$ cat src/sv/dmrw_pkg.sv
// Shared types and constants for the DNS message record walker.
`default_nettype none
package dmrw_pkg;
    typedef enum logic [2:0] {
        PH_HEADER = 3'd0,
        PH_NAME   = 3'd1,
        PH_LABEL  = 3'd2,
        PH_PTR    = 3'd3,
        PH_FIXED  = 3'd4,
        PH_RDATA  = 3'd5,
        PH_DONE   = 3'd6,
        PH_STOP   = 3'd7
    } t_phase;

    localparam logic [2:0] EV_QUESTION = 3'd0;
    localparam logic [2:0] EV_END_OK   = 3'd4;
    localparam logic [2:0] EV_END_STOP = 3'd5;

    localparam logic [7:0] PTR_MASK = 8'hC0;

    // one queued item: up to two results
    typedef struct packed {
        logic        rec_vld;
        logic [1:0]  rec_sect;
        logic [15:0] rec_off;
        logic [15:0] rec_size;
        logic [8:0]  rec_name;
        logic        end_vld;
        logic        end_ok;
    } t_evt;
endpackage
`default_nettype wire

$ cat src/sv/dns_message_record_walker.sv
// Top level of the DNS message record walker.
`default_nettype none
// Walks a DNS message one byte per cycle while o_ready is high: captures the four
// section counts from the 12-byte header, then reports each question and resource
// record (section, offset, size, name size) on the byte that completes it, and an
// end beat on the last byte telling whether the walk completed or stopped. A byte
// is accepted only when the queue is not full; the classifier is combinational and
// a four-entry queue feeds the output. A byte that yields a record and the end event
// takes two beats, so rate drops only on output stalls or when such bytes cluster.
module dns_message_record_walker #(
    parameter int MAX_NAME_BYTES   = 256,
    parameter int MAX_PACKET_BYTES = 65535
) (
    input  wire logic        i_clk,
    input  wire logic        i_rst_n,
    input  wire logic        i_valid,
    output logic             o_ready,
    input  wire logic [7:0]  i_pkt_byte,
    input  wire logic        i_last_byte,
    output logic             o_valid,
    input  wire logic        i_ready,
    output logic [2:0]       o_event_res,
    output logic [15:0]      o_record_offset,
    output logic [15:0]      o_record_size,
    output logic [8:0]       o_name_len,
    output logic             o_last_result
);
    dmrw_pkg::t_evt evt;
    logic evt_vld, full, acc;

    assign o_ready = !full;
    assign acc = i_valid && o_ready;

    dmrw_front #(.MAX_NAME_BYTES(MAX_NAME_BYTES), .MAX_PACKET_BYTES(MAX_PACKET_BYTES))
    u_front (
        .i_clk(i_clk), .i_rst_n(i_rst_n), .i_vld(acc), .i_byte(i_pkt_byte),
        .i_last(i_last_byte), .o_evt(evt), .o_evt_vld(evt_vld)
    );

    dmrw_back u_back (
        .i_clk(i_clk), .i_rst_n(i_rst_n), .i_push(evt_vld), .i_evt(evt),
        .o_full(full), .o_event_res(o_event_res), .o_record_offset(o_record_offset),
        .o_record_size(o_record_size), .o_name_len(o_name_len),
        .o_last_result(o_last_result), .o_valid(o_valid), .i_ready(i_ready)
    );
endmodule
`default_nettype wire

$ cat src/sv/dmrw_front.sv
// Byte walker: tracks header, names, fixed fields and rdata, and classifies each byte.
`default_nettype none
module dmrw_front #(
    parameter int MAX_NAME_BYTES   = 256,
    parameter int MAX_PACKET_BYTES = 65535
) (
    input  wire logic             i_clk,
    input  wire logic             i_rst_n,
    input  wire logic             i_vld,
    input  wire logic [7:0]       i_byte,
    input  wire logic             i_last,
    output dmrw_pkg::t_evt        o_evt,
    output logic                  o_evt_vld
);
    localparam int NW = $clog2(MAX_NAME_BYTES + 256) + 1;

    dmrw_pkg::t_phase r_ph, n_ph;
    logic [15:0] r_off, n_off;
    logic [15:0] r_cnt [4];
    logic [15:0] n_cnt [4];
    logic [1:0]  r_sect, n_sect;
    logic [15:0] r_left, n_left;
    logic [15:0] r_start, n_start;
    logic [NW-1:0] r_name, n_name;
    logic [7:0]  r_lab, n_lab;
    logic [3:0]  r_fix, n_fix;
    logic [15:0] r_rd, n_rd;
    logic        r_stop, n_stop;

    dmrw_pkg::t_evt ev;
    logic [NW-1:0] name_add;
    logic [3:0] fix_dec;
    logic [15:0] rd_now;
    logic [15:0] left_dec;
    logic        emit;
    logic        ok;

    // pick first nonzero section at or after s
    function automatic logic [2:0] first_sect(input logic [2:0] s,
                                              input logic [63:0] c);
        logic [2:0] r;
        r = 3'd4;
        for (int k = 3; k >= 0; k--) begin
            if (3'(k) >= s && c[k*16 +: 16] != 16'd0) r = 3'(k);
        end
        return r;
    endfunction

    logic [63:0] cnt_flat;
    logic [2:0]  sel;
    logic [2:0]  sel_from;
    logic        do_sel;

    always_comb begin
        n_ph = r_ph; n_off = r_off; n_sect = r_sect; n_left = r_left;
        n_start = r_start; n_name = r_name; n_lab = r_lab; n_fix = r_fix;
        n_rd = r_rd; n_stop = r_stop;
        for (int k = 0; k < 4; k++) n_cnt[k] = r_cnt[k];
        ev = '0;
        emit = 1'b0;
        do_sel = 1'b0;
        sel_from = 3'd0;
        name_add = '0;
        fix_dec = '0;
        rd_now = r_rd;
        left_dec = '0;
        if (r_ph != dmrw_pkg::PH_STOP && 32'(r_off) >= 32'(MAX_PACKET_BYTES)) begin
            n_ph = dmrw_pkg::PH_STOP;
            n_stop = 1'b1;
        end else begin
            case (r_ph)
                dmrw_pkg::PH_HEADER: begin
                    if (r_off >= 16'd4 && r_off <= 16'd11) begin
                        if (!r_off[0])
                            n_cnt[r_off[2:1] - 2'd2] = {i_byte, 8'd0};
                        else
                            n_cnt[r_off[2:1] - 2'd2] = {r_cnt[r_off[2:1] - 2'd2][15:8], i_byte};
                    end
                    if (r_off >= 16'd11) begin
                        do_sel = 1'b1;
                        sel_from = 3'd0;
                    end
                end
                dmrw_pkg::PH_NAME: begin
                    if (r_name == '0) n_start = r_off;
                    if (i_byte == 8'd0) begin
                        n_name = r_name + 1'b1;
                        n_ph = dmrw_pkg::PH_FIXED;
                        n_fix = (r_sect == 2'd0) ? 4'd4 : 4'd10;
                    end else if ((i_byte & dmrw_pkg::PTR_MASK) == dmrw_pkg::PTR_MASK) begin
                        n_name = r_name + 1'b1;
                        n_ph = dmrw_pkg::PH_PTR;
                    end else begin
                        name_add = r_name + NW'(i_byte) + 1'b1;
                        n_name = name_add;
                        if (32'(name_add) >= 32'(MAX_NAME_BYTES)) begin
                            n_ph = dmrw_pkg::PH_STOP;
                            n_stop = 1'b1;
                        end else begin
                            n_lab = i_byte;
                            n_ph = dmrw_pkg::PH_LABEL;
                        end
                    end
                end
                dmrw_pkg::PH_LABEL: begin
                    n_lab = (r_lab != 8'd0) ? r_lab - 8'd1 : 8'd0;
                    if (n_lab == 8'd0) n_ph = dmrw_pkg::PH_NAME;
                end
                dmrw_pkg::PH_PTR: begin
                    n_name = r_name + 1'b1;
                    n_ph = dmrw_pkg::PH_FIXED;
                    n_fix = (r_sect == 2'd0) ? 4'd4 : 4'd10;
                end
                dmrw_pkg::PH_FIXED: begin
                    if (r_sect != 2'd0) begin
                        if (r_fix == 4'd2) rd_now = {i_byte, 8'd0};
                        else if (r_fix == 4'd1) rd_now = r_rd | {8'd0, i_byte};
                    end
                    n_rd = rd_now;
                    fix_dec = (r_fix != 4'd0) ? r_fix - 4'd1 : 4'd0;
                    n_fix = fix_dec;
                    if (fix_dec == 4'd0) begin
                        if (r_sect == 2'd0 || rd_now == 16'd0) emit = 1'b1;
                        else n_ph = dmrw_pkg::PH_RDATA;
                    end
                end
                dmrw_pkg::PH_RDATA: begin
                    n_rd = (r_rd != 16'd0) ? r_rd - 16'd1 : 16'd0;
                    if (n_rd == 16'd0) emit = 1'b1;
                end
                default: ;
            endcase
            if (emit) begin
                ev.rec_vld  = 1'b1;
                ev.rec_sect = r_sect;
                ev.rec_off  = r_start;
                ev.rec_size = r_off + 16'd1 - r_start;
                ev.rec_name = r_name[8:0];
                left_dec = (r_left != 16'd0) ? r_left - 16'd1 : 16'd0;
                n_left = left_dec;
                if (left_dec == 16'd0) begin
                    do_sel = 1'b1;
                    sel_from = {1'b0, r_sect} + 3'd1;
                end else begin
                    n_ph = dmrw_pkg::PH_NAME;
                    n_name = '0; n_lab = '0; n_fix = '0; n_rd = '0;
                end
            end
            if (32'(r_off) < 32'(MAX_PACKET_BYTES)) n_off = r_off + 16'd1;
        end
        for (int k = 0; k < 4; k++) cnt_flat[k*16 +: 16] = n_cnt[k];
        sel = first_sect(sel_from, cnt_flat);
        if (do_sel) begin
            if (sel == 3'd4) n_ph = dmrw_pkg::PH_DONE;
            else begin
                n_sect = sel[1:0];
                n_left = n_cnt[sel[1:0]];
                n_ph = dmrw_pkg::PH_NAME;
                n_name = '0; n_lab = '0; n_fix = '0; n_rd = '0;
            end
        end
        ok = (r_off >= 16'd12) && (n_ph == dmrw_pkg::PH_DONE) && !n_stop;
        if (i_last) begin
            ev.end_vld = 1'b1;
            ev.end_ok  = ok;
        end
    end

    assign o_evt     = ev;
    assign o_evt_vld = i_vld && (ev.rec_vld || ev.end_vld);

    always_ff @(posedge i_clk) begin
        if (!i_rst_n || (i_vld && i_last)) begin
            r_ph <= dmrw_pkg::PH_HEADER;
            r_off <= '0; r_sect <= '0; r_left <= '0; r_start <= '0;
            r_name <= '0; r_lab <= '0; r_fix <= '0; r_rd <= '0; r_stop <= 1'b0;
            for (int k = 0; k < 4; k++) r_cnt[k] <= '0;
        end else if (i_vld) begin
            r_ph <= n_ph; r_off <= n_off; r_sect <= n_sect; r_left <= n_left;
            r_start <= n_start; r_name <= n_name; r_lab <= n_lab; r_fix <= n_fix;
            r_rd <= n_rd; r_stop <= n_stop;
            for (int k = 0; k < 4; k++) r_cnt[k] <= n_cnt[k];
        end
    end

`ifndef SYNTHESIS
    a_off_sat: assert property (@(posedge i_clk) disable iff (!i_rst_n)
        32'(r_off) <= 32'(MAX_PACKET_BYTES)) else $error("offset past limit");
    a_stop_ph: assert property (@(posedge i_clk) disable iff (!i_rst_n)
        (r_ph == dmrw_pkg::PH_STOP) |-> r_stop) else $error("stop phase without flag");
    a_rec_name: assert property (@(posedge i_clk) disable iff (!i_rst_n)
        (i_vld && ev.rec_vld) |-> (ev.rec_name != 9'd0 || MAX_NAME_BYTES > 511))
        else $error("record with empty name");
`endif
endmodule
`default_nettype wire

$ cat src/sv/dmrw_back.sv
// Queue of classified bytes and output serializer (record beat, then end beat).
`default_nettype none
module dmrw_back (
    input  wire logic           i_clk,
    input  wire logic           i_rst_n,
    input  wire logic           i_push,
    input  dmrw_pkg::t_evt      i_evt,
    output logic                o_full,
    output logic [2:0]          o_event_res,
    output logic [15:0]         o_record_offset,
    output logic [15:0]         o_record_size,
    output logic [8:0]          o_name_len,
    output logic                o_last_result,
    output logic                o_valid,
    input  wire logic           i_ready
);
    localparam int DEPTH = 4;
    dmrw_pkg::t_evt r_q [DEPTH];
    logic [1:0] r_wp, r_rp;
    logic [2:0] r_cnt;
    logic       r_rec_done, n_rec_done;
    dmrw_pkg::t_evt hd;
    logic pop, beat, show_rec;

    assign hd = r_q[r_rp];
    assign o_valid = r_cnt != 3'd0;
    assign o_full  = r_cnt == 3'(DEPTH);
    assign show_rec = hd.rec_vld && !r_rec_done;
    assign beat = o_valid && i_ready;
    assign pop  = beat && (!show_rec || !hd.end_vld);

    always_comb begin
        if (show_rec) begin
            o_event_res = {1'b0, hd.rec_sect};
            o_record_offset = hd.rec_off;
            o_record_size = hd.rec_size;
            o_name_len = hd.rec_name;
            o_last_result = !hd.end_vld;
        end else begin
            o_event_res = hd.end_ok ? dmrw_pkg::EV_END_OK : dmrw_pkg::EV_END_STOP;
            o_record_offset = '0;
            o_record_size = '0;
            o_name_len = '0;
            o_last_result = 1'b1;
        end
        n_rec_done = r_rec_done;
        if (pop) n_rec_done = 1'b0;
        else if (beat) n_rec_done = 1'b1;
    end

    always_ff @(posedge i_clk) begin
        if (i_push) r_q[r_wp] <= i_evt;
    end

    always_ff @(posedge i_clk) begin
        if (!i_rst_n) begin
            r_wp <= '0; r_rp <= '0; r_cnt <= '0; r_rec_done <= 1'b0;
        end else begin
            if (i_push) r_wp <= r_wp + 2'd1;
            if (pop) r_rp <= r_rp + 2'd1;
            r_cnt <= r_cnt + 3'(i_push) - 3'(pop);
            r_rec_done <= n_rec_done;
        end
    end

`ifndef SYNTHESIS
    a_no_ovf: assert property (@(posedge i_clk) disable iff (!i_rst_n)
        o_full |-> !i_push) else $error("queue overflow");
    a_cnt: assert property (@(posedge i_clk) disable iff (!i_rst_n)
        r_cnt <= 3'(DEPTH)) else $error("queue count out of range");
    a_done: assert property (@(posedge i_clk) disable iff (!i_rst_n)
        r_rec_done |-> (o_valid && hd.end_vld)) else $error("stray record-done");
`endif
endmodule
`default_nettype wire
$ cat config.mk
export PLATFORM = sky130hd
export DESIGN_NAME = dns_message_record_walker
export DESIGN_NICKNAME = d
export VERILOG_FILES = /design/src/sv/dmrw_pkg.sv /design/src/sv/dns_message_record_walker.sv /design/src/sv/dmrw_front.sv /design/src/sv/dmrw_back.sv
export SDC_FILE = /design/constraint.sdc
export NUM_CORES = 1
export LEC_CHECK = 0
export ABC_AREA = 1
export BUFFER_PORTS_ARGS = -buffer_cell sky130_fd_sc_hd__buf_2
export CAP_MARGIN = 20
export CORE_ASPECT_RATIO = 1.75
export CORE_MARGIN = 8
export CORE_UTILIZATION = 55
export DETAILED_ROUTE_END_ITERATION = 8
export PLACE_DENSITY = 0.72
export SLEW_MARGIN = 30
export SYNTH_ARGS = -nofsm -noshare
export SYNTH_HDL_FRONTEND = slang
export SYNTH_SLANG_ARGS = --single-unit
export TNS_END_PERCENT = 20
$ cat constraint.sdc
create_clock -name i_clk -period 6.1 [get_ports i_clk]
set_input_delay 1.22 -clock i_clk [delete_from_list [all_inputs] [get_ports i_clk]]
set_output_delay 1.22 -clock i_clk [all_outputs]
set_load 0.05 [all_outputs]
Word level (Yosys, flattened, before mapping) --
Memory sizes are Yosys's and may differ from the RTL's. A register that Yosys moved wholly into a read port is not among the register bits. Cells that the tools add are included.
Operators by class: add/subtract/negate cells 15, order comparisons 14, eq/ne operators 12, multiplexer cells 111, bitwise operators 10, reductions and logical operators 48
Operator list (count):
- 16-bit 2-to-1 mux | 25
- 64-bit 2-to-1 mux | 4
- 64-bit bitwise mux | 2
- 16-bit nonzero test | 6
- 44-bit 2-to-1 mux | 2
- 8-bit 2-to-1 mux | 9
- 10-bit 2-to-1 mux | 7
- 3-bit 2-to-1 mux | 19
- 16-bit logical NOT | 3
- 16-bit binary-select mux with 2-bit select | 1
- 16-bit demux with 2-bit select | 1
- 16-bit by 4-bit >= comparator with 1-bit output (second input constant) | 2
- 4-bit 2-to-1 mux | 8
- 16-bit case mux with 2 select lines | 1
- 16-bit by 1-bit subtractor with 16-bit output (second input constant) | 2
- 1-bit 2-to-1 mux | 23
- 10-bit by 1-bit adder with 10-bit output (second input constant) | 2
- 10-bit case mux with 2 select lines | 1
- 16-bit by 1-bit adder with 16-bit output (second input constant) | 1
- 16-bit >= comparator (second input constant) | 1
- 16-bit by 3-bit >= comparator with 1-bit output (second input constant) | 1
- 16-bit by 4-bit <= comparator with 1-bit output (second input constant) | 1
- 8-bit logical NOT | 2
- 16-bit less-than comparator (second input constant) | 1
- 45 further kinds | 85
Word-level totals: flip-flop bits (word level) 100, memory bits (writable) 248, input bits 13, output and inout bits 47, logic and storage cells 226, memories kept 2
Memories:
- u_back.r_q | words 4, bits a word 46, read ports 1, clocked after memory_dff 1, write ports 1, RTL line dmrw_back.sv:18 | dmrw_pkg::t_evt r_q [DEPTH];
- u_front.r_cnt | words 4, bits a word 16, read ports 5, clocked after memory_dff 0, write ports 4, RTL line dmrw_front.sv:19 | logic [15:0] r_cnt [4];

Depth between registers and ports, before layout --
Gate-level depths: netlist (run 1).
depth after elaboration 31, mapped depth 26, depth with buffers taken out 25

By module --
From an unflattened synthesis (run 1), not the netlist that was laid out.
Unflattened totals: cells, all modules 2696, area total of the unflattened synthesis 20872.5 um^2
By module, submodules not included:
- dmrw_front | times used 1, cells each 2077, area each 13238.9 um^2, sequential area each 3763.6 um^2
- dmrw_back | times used 1, cells each 616, area each 7619.8 um^2, sequential area each 5725.5 um^2
- dns_message_record_walker | times used 1, cells each 3, area each 13.8 um^2, sequential area each 0.0 um^2

Worst setup path before layout (run 1) --
Ideal clock, no wire load.
path type input to register, start point input i_pkt_byte[1], end point memory u_back.r_q[0][0] (netlist name), enable pin, library setup time 0.450 ns, data arrival time 4.692 ns, data required time 5.650 ns, setup slack 0.959 ns, stages on the path 17, path buffers 0, cells stage by stage inv_1 nor2_1 nand3_1 nand2_1 nand2_1 nand2_1 nor2_1 nand2_1 o21ai_2 nand2_1 nand2_2 inv_2 nor2_2 inv_1 o21ai_0 inv_2 nor2_1
On the way: longest elaborated chain between the ends 18
Ends and longest elaborated chain:
- start: declaration | RTL line dns_message_record_walker.sv:18 | input wire logic [7:0] i_pkt_byte,
- 16-bit by 8-bit OR with 16-bit output | RTL line dmrw_front.sv:117 | else if (r_fix == 4'd1) rd_now = r_rd | {8'd0, i_byte};
- 16-bit 2-to-1 mux | RTL line dmrw_front.sv:117
- 16-bit 2-to-1 mux (*) | RTL line dmrw_front.sv:116 | if (r_fix == 4'd2) rd_now = {i_byte, 8'd0};
- 16-bit 2-to-1 mux (*) | RTL line dmrw_front.sv:115 | if (r_sect != 2'd0) begin
- 16-bit 2-to-1 mux (*) | RTL line dmrw_front.sv:71 | case (r_ph)
- 16-bit 2-to-1 mux (*) | RTL line dmrw_front.sv:67 | if (r_ph != dmrw_pkg::PH_STOP && 32'(r_off) >= 32'(MAX_PACKET_BYTES)) begin
- 16-bit logical NOT (*) | RTL line dmrw_front.sv:123 | if (r_sect == 2'd0 || rd_now == 16'd0) emit = 1'b1;
- 1-bit logical OR (*) | RTL line dmrw_front.sv:123
- [... 2 more ...]
- 1-bit case mux with 2 select lines (*) | RTL line dmrw_front.sv:71
- 1-bit 2-to-1 mux (*) | RTL line dmrw_front.sv:67
- 44-bit 2-to-1 mux (*) | RTL line dmrw_front.sv:133 | if (emit) begin
- 44-bit 2-to-1 mux (*) | RTL line dmrw_front.sv:67
- 1-bit logical OR (*) | RTL line dmrw_front.sv:170 | assign o_evt_vld = i_vld && (ev.rec_vld || ev.end_vld);
- 1-bit logical AND (*) | RTL line dmrw_front.sv:170
- 1-bit 2-to-1 mux (*) | RTL line dmrw_back.sv:52 | if (i_push) r_q[r_wp] <= i_evt;
- 1-bit 2-to-1 mux (not written as such) (*) | RTL line dmrw_back.sv:52
- end: declaration | RTL line dmrw_back.sv:18
Mark *: on every way between the ends. The rest lies on a longest branch, timed or not. The select of a mux whose other input is x is not followed.

Worst setup path after layout (run 1) --
start point register u_front.r_off[14], end point register u_front.r_fix[3]
On the way: longest elaborated chain between the ends 14, elaborated cells between the ends (all ways) 35, those cells by class 8 x order compare; 1 x eq/ne; 16 x mux; 10 x reduce/logical
Ends and longest elaborated chain:
- start: declaration | RTL line dmrw_front.sv:18 | logic [15:0] r_off, n_off;
- start signal: assignment | RTL line dmrw_front.sv:179 | r_ph <= n_ph; r_off <= n_off; r_sect <= n_sect; r_left <= n_left;
- 16-bit by 3-bit >= comparator with 1-bit output or 16-bit by 4-bit <= comparator with 1-bit output (tied branches) | RTL line dmrw_front.sv:73 | if (r_off >= 16'd4 && r_off <= 16'd11) begin
- 1-bit logical AND | RTL line dmrw_front.sv:73
- 64-bit 2-to-1 mux | RTL line dmrw_front.sv:73
- 64-bit 2-to-1 mux | RTL line dmrw_front.sv:71
- 64-bit 2-to-1 mux | RTL line dmrw_front.sv:67
- 16-bit nonzero test | RTL line dmrw_front.sv:44 | if (3'(k) >= s && c[k*16 +: 16] != 16'd0) r = 3'(k);
- 1-bit logical AND | RTL line dmrw_front.sv:44
- 3-bit 2-to-1 mux (4 in series) | RTL line dmrw_front.sv:44
- 3-bit == test | RTL line dmrw_front.sv:154 | if (sel == 3'd4) n_ph = dmrw_pkg::PH_DONE;
- 4-bit 2-to-1 mux | RTL line dmrw_front.sv:154
- 4-bit 2-to-1 mux (*) | RTL line dmrw_front.sv:153 | if (do_sel) begin
- end signal: assignment | RTL line dmrw_front.sv:180 | r_start <= n_start; r_name <= n_name; r_lab <= n_lab; r_fix <= n_fix;
- end: declaration | RTL line dmrw_front.sv:26 | logic [3:0] r_fix, n_fix;
Mark *: on every way between the ends. The rest lies on a longest branch, timed or not. A chain may end at the register's enable or synchronous reset.

==> results of run 1 <==
## routing by layer
metal	routed length, microns	share of wire [%]	vias up
met5	0	0	-
met4	5050	7.6	0
met3	3180	4.8	206
met2	34300	52	674
met1	23700	36	8946
li1	-	-	9145
## worst paths after layout
check                                  from                            end  slack [ps]  depth (start not counted)
min             u_back.r_rp[1]$_SDFFE_PN0P_                       register         460                          2
max          u_front.r_off[14]$_SDFFE_PP0P_  u_front.r_fix[3]$_SDFFE_PP0P_        1320                         15
min reg2reg     u_back.r_rp[1]$_SDFFE_PN0P_                       register         460                          2
max reg2reg  u_front.r_off[14]$_SDFFE_PP0P_  u_front.r_fix[3]$_SDFFE_PP0P_        1320                         15
## report_power, final
part	switching [mW]	internal [mW]
combinational	3.00	1.09
clock	0.942	1.18
sequential	0.163	2.79
## layout make-up
type,instances,area [sq um],area share (%)
clock buffers,42,923,4.07
clock inverters,20,174,0.767
inverters,311,1170,5.18
multi-input cells,1920,9730,42.9
flip-flops and latches,350,9490,41.9
well taps,480,601,2.65
repair buffers,94,571,2.52
## registers in the layout, indices dropped and copies added (netlist names), named ones only
| signal | count |
|---|---|
| u_front.r_left | 16 |
| u_front.r_sect | 2 |
| u_front.r_lab | 8 |
| u_back.r_q | 184 |
| u_back.r_cnt | 3 |
| u_front.r_off | 16 |
| u_front.r_name | 10 |
| u_front.r_ph | 3 |
| u_front.r_start | 16 |
| u_front.r_fix | 4 |
| u_back.r_wp | 2 |
| u_front.r_stop | 1 |
| u_front.r_rd | 16 |
| u_back.r_rp | 2 |
| u_front.r_cnt | 64 |
| u_back.r_rec_done | 1 |
## placed cells by master (no fill, tap or decap), types with 18 or more instances in the layout
master	synthesis	final
a21oi_1	135	135
a31oi_1	21	21
buf_2	21	59
buf_4	5	34
clkbuf_16	0	36
dfxtp_1	102	100
edfxtp_1	248	248
ha_1	39	39
inv_1	300	296
nand2_1	485	485
nand3_1	165	165
nand4_1	42	42
nor2_1	479	475
nor3_1	18	18
o211ai_1	24	24
o21ai_0	289	288
o221ai_1	20	20
o22ai_2	29	29
xor2_1	33	33
## through the flow
| stage | hold slack (ps) | utilization, % | power [mW] | worst slack, ps |
|---|---|---|---|---|
| finish | 464 | 60.2 | 9.16 | 1320 |
| CTS | 468 | 60.2 | 9.16 | 1340 |
| floorplan | 436 | - | 5.94 | 959 |
| global route | 508 | 60.2 | 9.71 | 976 |
| detailed placement | 457 | 57.3 | 7.05 | 1330 |
| global placement | 447 | 57.3 | 7.00 | 1320 |
## kinds of logic (layout without fill, tap and decap cells)
logic type	after synthesis	in the layout	synth area share, %
buffers and inverters	442	467	8.37
muxes	2	2	0.0956
xor gates and xnor gates	35	35	1.46
AOI/OAI and AO/OA	592	592	16.9
adders and majority gates	42	42	2.62
and+or+nand+nor	1249	1249	25.2
DFF	350	350	45.3
## worst max-delay path: stages (launching register included)
cell	delay, ps
dfxtp_1	390
nor2_1	160
nand3_1	120
nor2_4	220
nand3_4	520
inv_1	630
a21boi_0	240
nor2_1	280
nand2_1	90
nor2_1	140
nand2_1	140
nand2_1	120
nand2_2	110
o21ai_4	460
nand2_2	700
o21ai_2	320
==> results.py, run 1 <==
metrics = {
    "sta": {
        "rsz0062_at_grt": "false",
        "worst_pin_slew_ps": 1020,
        "setup_viol": 0,
        "final_max_slew_viol_count": 0,
        "finalCriticalPeriod_ps": 4780,
        "hold_violations": 0,
        "setup-tns-final_ps": 0,
        "fmax_mhz": 209,
        "skew_ps": 29.6,
        "fin_crit_sh_pct": 78.3,
        "relSlewSlack_pct": 31.8,
    },
    "floorplan": {
        "fp.dieW_microns": 163,
        "dieArea_sq_um": 44800,
        "fp.dieH_microns": 274,
        "start_util_pct": 55.6,
        "io_pins": 60,
        "fp-row-count": 94,
        "coreArea_sq_um": 37600,
    },
    "clock_tree": {
        "clock-sinks": 350,
        "cts_inserted_buffers": 34,
        "htreeDepth": 2,
        "cts_tree": "yes",
        "post-cts-setup-buffers": 0,
        "ctsHoldBuffers": 0,
        "root_buffer": "clkbuf_16",
        "path_clk_slew_ps": 70,
        "cts_buffer_depth": 3,
        "ctsResizeCount": 0,
        "clk_latency_ps": 540,
    },
    "place": {
        "gp_congestion": 0.986,
        "place_area_sq_um": 21600,
        "port_buffers": 59,
        "dp.cells": 3155,
        "dp_hpwl_microns": 47700,
    },
    "worst_setup_path": {
        "cp_data_arrival_time_ps": 5230,
        "crit_fanout": 53,
        "cp-start-kind": "register",
        "cp.required_ps": 6550,
        "path_class": "register to register",
        "endpoint_kind": "register",
    },
    "yosys": {
        "syn_area_sq_um": 20900,
        "synth_nets": 2767,
        "synth_area_per_cell_sq_um": 7.72,
        "async_flop_share_pct": 0,
        "yosys_register_bits": 350,
        "ys_types": 57,
        "dominantRegCellSynth": "edfxtp_1",
        "synthTopCellsByCount": "485 x nand2_1, 479 x nor2_1, 300 x inv_1",
        "yosysMostFrequentCell": "nand2_1",
        "synth_area_leaders": "edfxtp_1 36%, dfxtp_1 9.8%, nand2_1 8.7%",
        "syn_inst": 2712,
        "ys_seq_area_share_pct": 45.3,
        "synth_edf_count": 248,
        "yosys_warnings": 0,
        "yosys.area.top_type": "edfxtp_1",
        "yosysTopAreaCellShare_pct": 35.6,
    },
    "global_route": {
        "grt_pass1_wl_microns": 103000,
        "antenna_found_initial": 0,
        "grt-busiest-layer": "met2",
        "use_met1_pct": 30.2,
        "grt_start_max_net_pins": 89,
        "met2_usage_pct": 53.5,
        "gr-usage-met3_pct": 3.45,
        "grt_pass1_vias": 18800,
        "grt-ovfl-total": 0,
        "grt.total_usage_pct": 29.4,
    },
    "cells_and_area": {
        "final_cell_count_no_fill": 3217,
        "area_growth_pct": 8.23,
        "fin_nets": 2766,
        "fillers": 3514,
        "drive_above_1_share_pct": 8.70,
        "fin_area_sq_um": 22700,
        "antenna_cells": 0,
    },
    "routing": {
        "wl_per_cell_microns": 20.6,
        "drt_iter0_drc": 1492,
        "vias": 19000,
        "wl_microns": 66200,
        "viasPerCell": 5.90,
        "firstDrtPassIters": 7,
        "drtAntennaViolNets": 0,
        "drc": 0,
    },
    "pwr": {
        "power_density_nw_per_um2": 404,
        "ir_drop_v": 0.000295,
        "leakagePower_nw": 9.53,
    },
    "flow_run": {
        "drv_cap": 0,
    },
    "run_status": {
        "status": "complete, no violations",
    },
    "hold_path": {
        "min_path_type": "register to register",
    },
}
Note: power is estimated with default switching activity, not from simulation.
==> run 2: changes to the inputs <==
==> constraint.sdc (replaced) <==
create_clock -name i_clk -period 4.6 [get_ports i_clk]
set_input_delay 0.92 -clock i_clk [delete_from_list [all_inputs] [get_ports i_clk]]
set_output_delay 0.92 -clock i_clk [all_outputs]
set_load 0.05 [all_outputs]
==> results.py, run 2 (synthesis gave the netlist of run 1 again) <==
metrics = {
    "run_status": {
        "status": "complete, no violations",
    },
    "worst_setup_path": {
        "critPathSlowestCell": "nand4_1",
        "cp_data_arrival_time_ps": 4510,
        "r2r_start": "u_front.r_off[1]$_SDFFE_PP0P_",
        "cp_cell_sequence": "inv_2 -> nor2_2 -> nand4_1 -> nand2_1 -> o31ai_1 -> nor2_1 -> nand2_1 -> nor2_1 -> nand2_1 -> nand2_1 -> inv_1 -> nand2_1 -> nand2_2 -> nand2_2 -> buf_4 -> nand2_1 -> nand3_1 -> nand3_1 -> nand2_1 -> nand2_1",
        "path_class": "register to register",
        "cp-start-kind": "register",
        "crit_path_frequent_cell": "nand2_1",
        "max_stage_delay_ps": 560,
        "cp.required_ps": 5030,
        "startpoint": "u_front.r_off[1]$_SDFFE_PP0P_",
        "crit_fanout": 18,
        "cp_top_family": "simple AND/OR/NAND/NOR gates",
        "r2r_setup_slack_ps": 510,
        "path_buf_inv": 3,
        "endpoint_kind": "register",
    },
    "clock_tree": {
        "post-cts-setup-buffers": 0,
        "cts_tree": "yes",
        "clk_latency_ps": 530,
        "htreeDepth": 2,
        "path_clk_slew_ps": 70,
        "clock-sinks": 350,
        "cts_inserted_buffers": 35,
        "ctsResizeCount": 0,
        "ctsHoldBuffers": 0,
        "root_buffer": "clkbuf_16",
        "cts_buffer_depth": 3,
    },
    "routing": {
        "firstDrtPassIters": 6,
        "wl_met2_microns": 34100,
        "drt_iter0_drc": 1363,
        "drc": 0,
        "vias": 19000,
        "wl_microns": 64900,
        "wl_per_cell_microns": 19.9,
        "drtAntennaViolNets": 0,
        "viasPerCell": 5.85,
        "top_layer": "met4",
        "route.layer.met1.wl_microns": 22800,
        "wl_met3_microns": 3500,
    },
    "cells_and_area": {
        "largest_register_ffs": 184,
        "drive_above_1_share_pct": 10.2,
        "final_util_pct": 61.4,
        "final_cell_mix": "485 x nand2_1, 475 x nor2_1, 296 x inv_1, 289 x o21ai_0, 248 x edfxtp_1",
        "fillers": 3378,
        "multiInputGateArea_sq_um": 9730,
        "antenna_cells": 0,
        "reg_top3": "u_back.r_q: 184 flops, u_front.r_cnt: 64 flops",
        "fin_nets": 2803,
        "final_common_cell": "nand2_1",
        "area_growth_pct": 10.4,
        "top_register": "u_back.r_q",
        "final-seq-area_sq_um": 9490,
        "fin_area_sq_um": 23100,
    },
    "place": {
        "pre_cts_ws_ps": 453,
        "place_area_sq_um": 21900,
        "port_buffers": 59,
        "gp_congestion": 1.01,
        "dp_hpwl_microns": 47200,
    },
    "sta": {
        "worst_pin_slew_ps": 844,
        "setup_viol": 0,
        "relSlewSlack_pct": 43.7,
        "hold_violations": 0,
        "rsz0062_at_grt": "false",
        "finalCriticalPeriod_ps": 4090,
        "setup-tns-final_ps": 0,
        "fmax_mhz": 245,
        "fin_crit_sh_pct": 88.9,
        "final_max_slew_viol_count": 0,
        "skew_ps": 18.8,
        "setup_ws_ps": 510,
        "whs_ps": 472,
    },
    "flow_run": {
        "drv_cap": 0,
    },
    "pwr": {
        "leakagePower_nw": 9.75,
        "intPower_mw": 6.93,
        "p_clk_share_pct": 24.0,
        "power_frac_seq_pct": 31.5,
        "share_comb_of_total_power_pct": 44.5,
        "ir_drop_v": 0.000410,
        "power_density_nw_per_um2": 535,
        "power_switching_mw": 5.44,
        "swShare_pct": 44.0,
    },
    "hold_path": {
        "min_path_type": "register to register",
        "min-delay-start": "u_back.r_rp[1]$_SDFFE_PN0P_",
    },
    "global_route": {
        "grt_pass1_vias": 18700,
        "grt_pass1_wl_microns": 101000,
        "antenna_found_initial": 0,
        "grt_start_max_net_pins": 89,
        "grt-ovfl-total": 0,
        "grt.total_usage_pct": 28.7,
    },
    "floorplan": {
        "fp.dieH_microns": 274,
        "start_util_pct": 55.6,
        "fp.dieW_microns": 163,
        "dieArea_sq_um": 44800,
        "io_pins": 60,
        "coreArea_sq_um": 37600,
        "fp-row-count": 94,
    },
}
## run 2: changes by cell type in the layout (fill, tap and decap cells not counted), sizes merged
cell and change:
buf +36, inv -3, bufinv +2, clkinv +1
clkinvlp +1
## run 2: area by class of cell
class	count	area share, %
inverters	311	5.07
repair buffers	130	3.96
clock buffers	42	4.08
well taps	480	2.60
clock inverters	21	1.12
multi-input cells	1920	42.1
flip-flops and latches	350	41.1
## run 2: worst paths after layout
kind                                                       end  cells past startpoint
worst max-delay path            u_front.r_left[8]$_SDFFE_PP0P_                     20
worst min-delay path                                  register                      2
worst max register to register  u_front.r_left[8]$_SDFFE_PP0P_                     20
worst min register to register                        register                      2
## run 2: power groups by stage
stage	clock (mW)	combinational, mW	sequential (mW)
6_report	2.97	5.50	3.89
4_1_cts	3.01	5.47	3.89
3_3_place_gp	0	5.38	3.94
3_5_place_dp	0	5.44	3.96
5_1_grt	3.11	6.05	3.92
2_1_floorplan	0	3.99	3.89
## run 2: worst min-delay path, stage by stage, from the launching register on
cell     delay, ps
dfxtp_1        300
inv_1           60
a21oi_1         70
## run 2: metal layers
| layer | GRT usage [%] | vias to the layer above |
|---|---|---|
| li1 | - | 9217 |
| met1 | 30.3 | 8909 |
| met2 | 53.2 | 705 |
| met3 | 3.09 | 198 |
| met4 | 17.9 | 0 |
| met5 | 0 | - |
## run 2: through the flow
stage	cells	power, mW
4_1_cts	3254	12.4
2_1_floorplan	2712	7.88
5_1_grt	3254	13.1
3_3_place_gp	3191	9.32
6_report	3254	12.4
3_5_place_dp	3191	9.40
